### config.mk
export PLATFORM = sky130hd
export DESIGN_NAME = pedst_ctrl
export DESIGN_NICKNAME = d
export VERILOG_FILES = /design/src/pedst_pkg.sv /design/src/pedst_ctrl.sv
export VERILOG_INCLUDE_DIRS = /design/src /design/src/src
export SDC_FILE = /design/constraint.sdc
export NUM_CORES = 1
export LEC_CHECK = 0
export BUFFER_PORTS_ARGS = -buffer_cell sky130_fd_sc_hd__buf_2
export CORE_AREA = 10 10 47 49
export DETAILED_ROUTE_END_ITERATION = 8
export DIE_AREA = 0 0 57 59
export SYNTH_ARGS = -nofsm -noshare
export SYNTH_HDL_FRONTEND = slang
export SYNTH_SLANG_ARGS = --single-unit
### constraint.sdc
create_clock -name clk -period 2.5 [get_ports clk]
set_input_delay 0.375 -clock clk [delete_from_list [all_inputs] [get_ports clk]]
set_output_delay 0.375 -clock clk [all_outputs]
set_load 0.03 [all_outputs]
### src/per_event_duration_statistics_macros.svh
// assertion macros shared by the rtl files
`ifndef PER_EVENT_DURATION_STATISTICS_MACROS_SVH
`define PER_EVENT_DURATION_STATISTICS_MACROS_SVH

`ifndef ASSERT_OFF
// checked property on clk, masked during reset
`define PEDST_ASSERT(name, prop) \
    name: assert property (@(posedge clk) disable iff (!rst_n) prop) \
        else $error("pedst assertion failed");
// same with a custom message
`define PEDST_ASSERT_MSG(name, prop, msg) \
    name: assert property (@(posedge clk) disable iff (!rst_n) prop) else $error(msg);
`else
`define PEDST_ASSERT(name, prop)
`define PEDST_ASSERT_MSG(name, prop, msg)
`endif

`endif

### src/pedst_pkg.sv
`default_nettype none

package pedst_pkg;

    localparam int ID_W        = 16;
    localparam int TIME_W      = 48;
    localparam int COUNT_W     = 32;
    localparam int SUM_W       = 64;
    localparam int MEAN_W      = 56;
    localparam int STATUS_W    = 3;
    localparam int IN_TDATA_W  = 72;
    localparam int OUT_TDATA_W = 240;

    typedef enum logic [1:0] {
        ACT_START = 2'd0,
        ACT_STOP  = 2'd1,
        ACT_QUERY = 2'd2
    } action_t;

    typedef enum logic [2:0] {
        ST_UPDATED = 3'd0,
        ST_NEW     = 3'd1,
        ST_FULL    = 3'd2,
        ST_MISS    = 3'd3,
        ST_HIT     = 3'd4
    } status_t;

    typedef enum logic [2:0] {
        S_IDLE,
        S_SCAN_RD,
        S_SCAN_CMP,
        S_APPLY,
        S_DIV_GO,
        S_DIV_WAIT,
        S_DONE
    } state_t;

    // one table record
    typedef struct packed {
        logic [ID_W-1:0]    id;
        logic [COUNT_W-1:0] count;
        logic [TIME_W-1:0]  min;
        logic [TIME_W-1:0]  max;
        logic [SUM_W-1:0]   sum;
        logic [TIME_W-1:0]  last;
    } entry_t;

    localparam int ENTRY_W = $bits(entry_t);

    typedef struct packed {
        logic in_ready;
        logic scan_read;
        logic scan_check;
        logic apply;
        logic div_load;
        logic out_load;
    } cmd_t;

    typedef struct packed {
        logic    in_accept;
        action_t in_act;
        logic    scan_last;
        logic    use_div;
        logic    div_busy;
        logic    out_free;
    } sts_t;

endpackage

`default_nettype wire

### src/pedst_ctrl.sv
`default_nettype none
`include "per_event_duration_statistics_macros.svh"

module pedst_ctrl
    import pedst_pkg::*;
(
    input  wire logic clk,
    input  wire logic rst_n,
    input  wire sts_t sts,
    output cmd_t      cmd
);

    state_t state_reg, state_next;

    // next state
    always_comb
    begin
        state_next = state_reg;
        unique case (state_reg)
            S_IDLE:
            begin
                if (sts.in_accept &&
                    (sts.in_act == ACT_STOP || sts.in_act == ACT_QUERY))
                begin
                    state_next = S_SCAN_RD;
                end
            end
            S_SCAN_RD:  state_next = S_SCAN_CMP;
            S_SCAN_CMP: state_next = sts.scan_last ? S_APPLY : S_SCAN_RD;
            S_APPLY:    state_next = sts.use_div ? S_DIV_GO : S_DONE;
            S_DIV_GO:   state_next = S_DIV_WAIT;
            S_DIV_WAIT:
            begin
                if (!sts.div_busy)
                begin
                    state_next = S_DONE;
                end
            end
            S_DONE:
            begin
                if (sts.out_free)
                begin
                    state_next = S_IDLE;
                end
            end
            default:    state_next = S_IDLE;
        endcase
    end

    // command outputs
    always_comb
    begin
        cmd = '0;
        unique case (state_reg)
            S_IDLE:     cmd.in_ready   = 1'b1;
            S_SCAN_RD:  cmd.scan_read  = 1'b1;
            S_SCAN_CMP: cmd.scan_check = 1'b1;
            S_APPLY:    cmd.apply      = 1'b1;
            S_DIV_GO:   cmd.div_load   = 1'b1;
            S_DIV_WAIT: cmd = '0;
            S_DONE:     cmd.out_load   = sts.out_free;
            default:    cmd = '0;
        endcase
    end

    always_ff @(posedge clk or negedge rst_n)
    begin
        if (!rst_n)
        begin
            state_reg <= S_IDLE;
        end
        else
        begin
            state_reg <= state_next;
        end
    end

    `PEDST_ASSERT(a_load_free, cmd.out_load |-> sts.out_free)
    `PEDST_ASSERT(a_check_after_read, cmd.scan_check |-> $past(cmd.scan_read))
    `PEDST_ASSERT_MSG(a_div_after_apply, cmd.div_load |-> $past(cmd.apply), "divide out of order")

endmodule

`default_nettype wire

After elaboration in Yosys (flattened, before gate mapping):

Cells that the tools add are included.
Widths: inputs -> output; s select.

* bits in registers: 3
* word-level logic and storage cells: 28
* output and inout port bits: 6
* memories: 0
* bits in read-only memories: 0
* input bits: 9
* bits in latches: 0
* RAM bits: 0

* div/mod/pow operators: 0
* multiply operators: 0
* magnitude comparators: 0
* bitwise logic cells: 0
* muxes and demuxes: 12
* add/sub/neg operators: 0
* reductions and logical operators: 4
* eq/ne operators: 11
* shift-type cells: 0

Operators by type and width (number)
* $pmux 3 s7: 1
* $eq 3x3->1 const B: 3
* $mux 3: 3
* $eq 3x2->1 const B: 2
* $mux 1: 6
* $ne 2x2->1 const B: 3
* $mux 2: 2
* $eq 3x1->1 const B: 1
* $logic_not 3->1: 1
* $reduce_and 3->1: 1
* $eq 2x1->1 const B: 1
* $eq 2x2->1 const B: 1
* $logic_and 1x1->1: 1
* $logic_or 1x1->1: 1

Logic depth before layout (Yosys ltp):

* depth in word-level cells: 5
* mapped depth: 4
* depth with buffers taken out: 3

Worst setup path before layout:

Ideal clock, no wire load.

* kind: register to output
* start point: reg state_reg[2]
* end point: out cmd[4] in the netlist's numbering
* stages on the path, launching flop included: 3
* slack: 0.857 ns
* arrival: 1.268 ns
* required time: 2.125 ns
* path through: dfrtp_1 > buf_6 > nor3b_1

RTL lines
* start: declaration: line pedst_ctrl.sv:13 `state_t state_reg, state_next;`
* start signal: assignment: line pedst_ctrl.sv:74 `state_reg <= state_next;`
* end: declaration: line pedst_ctrl.sv:10 `output cmd_t cmd`

==> results.py <==
metrics = {
    "synthesis": {
        "synth_edf_count": 0,
        "synth_top_cells_by_area": "dfrtp_1 34%, buf_6 10%, o21ai_0 6.8%",
        "synthFlopType": "dfrtp_1",
        "synth_area_um2": 221.5,
        "yosysSeqAreaShare": 0.3390,
        "ys_top_cells_by_count": "4 x nor2_1, 3 x dfrtp_1, 3 x o21ai_0",
        "syn-instance-count": 26,
        "ys_types": 15,
        "synth_top_area_frac": 0.3390,
        "yosysMostFrequentCell": "nor2_1",
        "async_reset_ff_frac": 1.000,
        "synth_warnings": 0,
        "syn_area_per_cell_um2": 8.518,
        "synth_top_area_cell": "dfrtp_1",
        "synth.net_count": 35,
        "synth_seq_cells": 3,
    },
    "setup_path": {
        "crit_type": "reg2out",
        "start_kind": "flop",
        "slowest_stage": "dfrtp_1",
        "slowest_delay_ns": 0.56,
        "path_buf_inv": 1,
        "worstPathMaxFanout": 12,
        "cp-end-kind": "primary output",
        "path_cells": "nor3b_1, buf_2",
        "cp_top_family": "flip-flops",
        "required_ns": 2.12,
        "cp.arrival_ns": 1.24,
    },
    "pwr": {
        "combPwrFrac": 0.502,
        "seqPwrFrac": 0.301,
        "p_int_mw": 0.2176,
        "switchingPower_mw": 0.2204,
        "leakagePower_nw": 0.1700,
        "swShare": 0.5031,
        "ir_worst_vdd_mv": 0.3538,
        "powerDensity_mw_per_mm2": 1346,
        "p_clk_frac": 0.196,
    },
    "final_layout": {
        "area_growth_pct": 46.89,
        "largest_register_ffs": 3,
        "postLayoutCoreUtil": 0.2321,
        "multi_input_area_um2": 123.9,
        "num_antenna_cells": 0,
        "fill_cells": 171,
        "fin_nets": 53,
        "seq_area_um2": 75.07,
        "drive_gt1_frac": 0.4419,
    },
    "placement": {
        "dpl.hpwl_um": 527.6,
        "place_ws_ns": 1.126,
        "gp_congestion": 0.7239,
        "io_buffers": 14,
    },
    "route": {
        "antenna_left": 0,
        "drt_iter0_markers": 0,
        "vias": 246,
        "dr.pass1.iters": 1,
        "route.detailed.drc": 0,
        "avgRoutedWirePerCell_um": 11.68,
        "routed_wl_um": 689,
        "routed_via_density": 4.169,
    },
    "global_routing": {
        "use_met1": 0.04172,
        "use_met3": 0.03863,
        "grt_pass1_wl_mm": 1.110,
        "grt_pass1_vias": 252,
        "grt-ovfl-total": 0,
        "grt_busiest_layer": "met4",
        "track_usage": 0.04587,
        "antenna_found_initial": 0,
        "grt_max_degree": 13,
        "grtUsageMet2": 0.04961,
    },
    "cts": {
        "cts_tree": "done",
        "cts_num_sinks": 3,
        "htreeDepth": 1,
        "ctsLongestPathBuffers": 2,
        "cts_resized": 0,
        "numCtsBuffers": 3,
        "clkTransAtPathRegs_ns": 0.04,
        "postCtsSetupBuffers": 0,
        "clk_latency_ns": 0.23,
        "holdBufCountCts": 1,
        "cts_root_buffer": "clkbuf_4",
    },
    "timing": {
        "finClkSkew_ns": 0.002873,
        "tns_ns": 0,
        "setup_ws_ns": 0.8851,
        "max_freq_mhz": 619.2,
        "min_period_over_period": 0.6460,
        "worst_pin_slew_ns": 0.3815,
        "finalHoldViolations": 0,
        "rsz0062_at_grt": "no",
        "setup-violations-final": 0,
        "maxSlewViolCount": 0,
        "holdWs_ns": 0.4186,
        "fin_crit_ns": 1.615,
        "slew_headroom": 0.7456,
    },
    "job": {
        "drv_cap": 0,
    },
    "floorplan": {
        "dieWidth_um": 57,
        "die_area_mm2": 0.003363,
        "initial_core_util": 0.1580,
        "coreArea_mm2": 0.001401,
        "die_y_um": 59,
        "row_count": 14,
        "io_pins": 15,
    },
    "outcome": {
        "status": "finished, final reports clean",
    },
    "min_path": {
        "min_path_type": "in2reg",
    },
}
[worst register-to-register path, stage by stage, from the launching register on]
cell	delay, ns
dfrtp_1	0.56
a21oi_1	0.07
o21ai_0	0.17
o21ai_1	0.09
[power by group through the flow]
| stage | Combinational (mW) | Sequential (mW) | Clock [mW] |
|---|---|---|---|
| 4_1_cts | 0.226 | 0.131 | 0.0913 |
| 5_1_grt | 0.242 | 0.139 | 0.0921 |
| 6_report | 0.220 | 0.132 | 0.0859 |
| 3_3_place_gp | 0.221 | 0.129 | 0 |
| 3_5_place_dp | 0.224 | 0.131 | 0 |
| 2_1_floorplan | 0.226 | 0.0915 | 0 |
[per-stage QoR]
stage,instances,area [µm²],total power [mW]
final,59,325.3,0.4380
after global routing,59,325.3,0.4735
after CTS,59,325.3,0.4482
after detailed placement,54,289.0,0.3549
after global placement,54,289.0,0.3505
after floorplan,26,221.5,0.3175
[routing by layer]
layer,wire length (µm),vias up
li1,-,123
met1,297,108
met2,277,13
met3,91,2
met4,22,0
met5,0,-
[area by class of cell]
class / instances / share of cell area
Sequential cell: 3 / 0.2308
Tap cell: 16 / 0.06154
Multi-Input combinational cell: 21 / 0.3808
Timing Repair Buffer: 15 / 0.2462
Clock buffer: 4 / 0.08077
[layout by cell type, fill, tap and decap left out, types with 2 or more instances in the layout]
cell type	Yosys	layout
o21ai_0	3	3
a21o_1	2	2
clkbuf_4	0	3
nor3b_1	2	2
nand2_1	2	2
nor2_1	4	4
buf_2	0	14
dfrtp_1	3	3
[worst paths after layout]
kind | start | endpoint | slack (ns) | cells past startpoint
hold reg to reg | state_reg[0] | state_reg[1] | 0.67 | 2
max in group asynchronous | rst_n | state_reg[2] | 1.93 | 2
setup / recovery | state_reg[2] | cmd[1] | 0.89 | 2
hold / removal | sts[6] | state_reg[0] | 0.42 | 3
min in group asynchronous | rst_n | state_reg[0] | 0.47 | 2
setup reg to reg | state_reg[2] | state_reg[1] | 1.49 | 3
[logic make-up after synthesis]
logic type | Yosys count | share of synthesized area
and+or+nand+nor | 11 | 0.2486
AOI/OAI and AO/OA | 9 | 0.2711
DFF | 3 | 0.3390
buffers and inverters | 2 | 0.1017
xor gates and xnor gates | 1 | 0.03956
No activity file was read; power rests on OpenSTA's default activity.
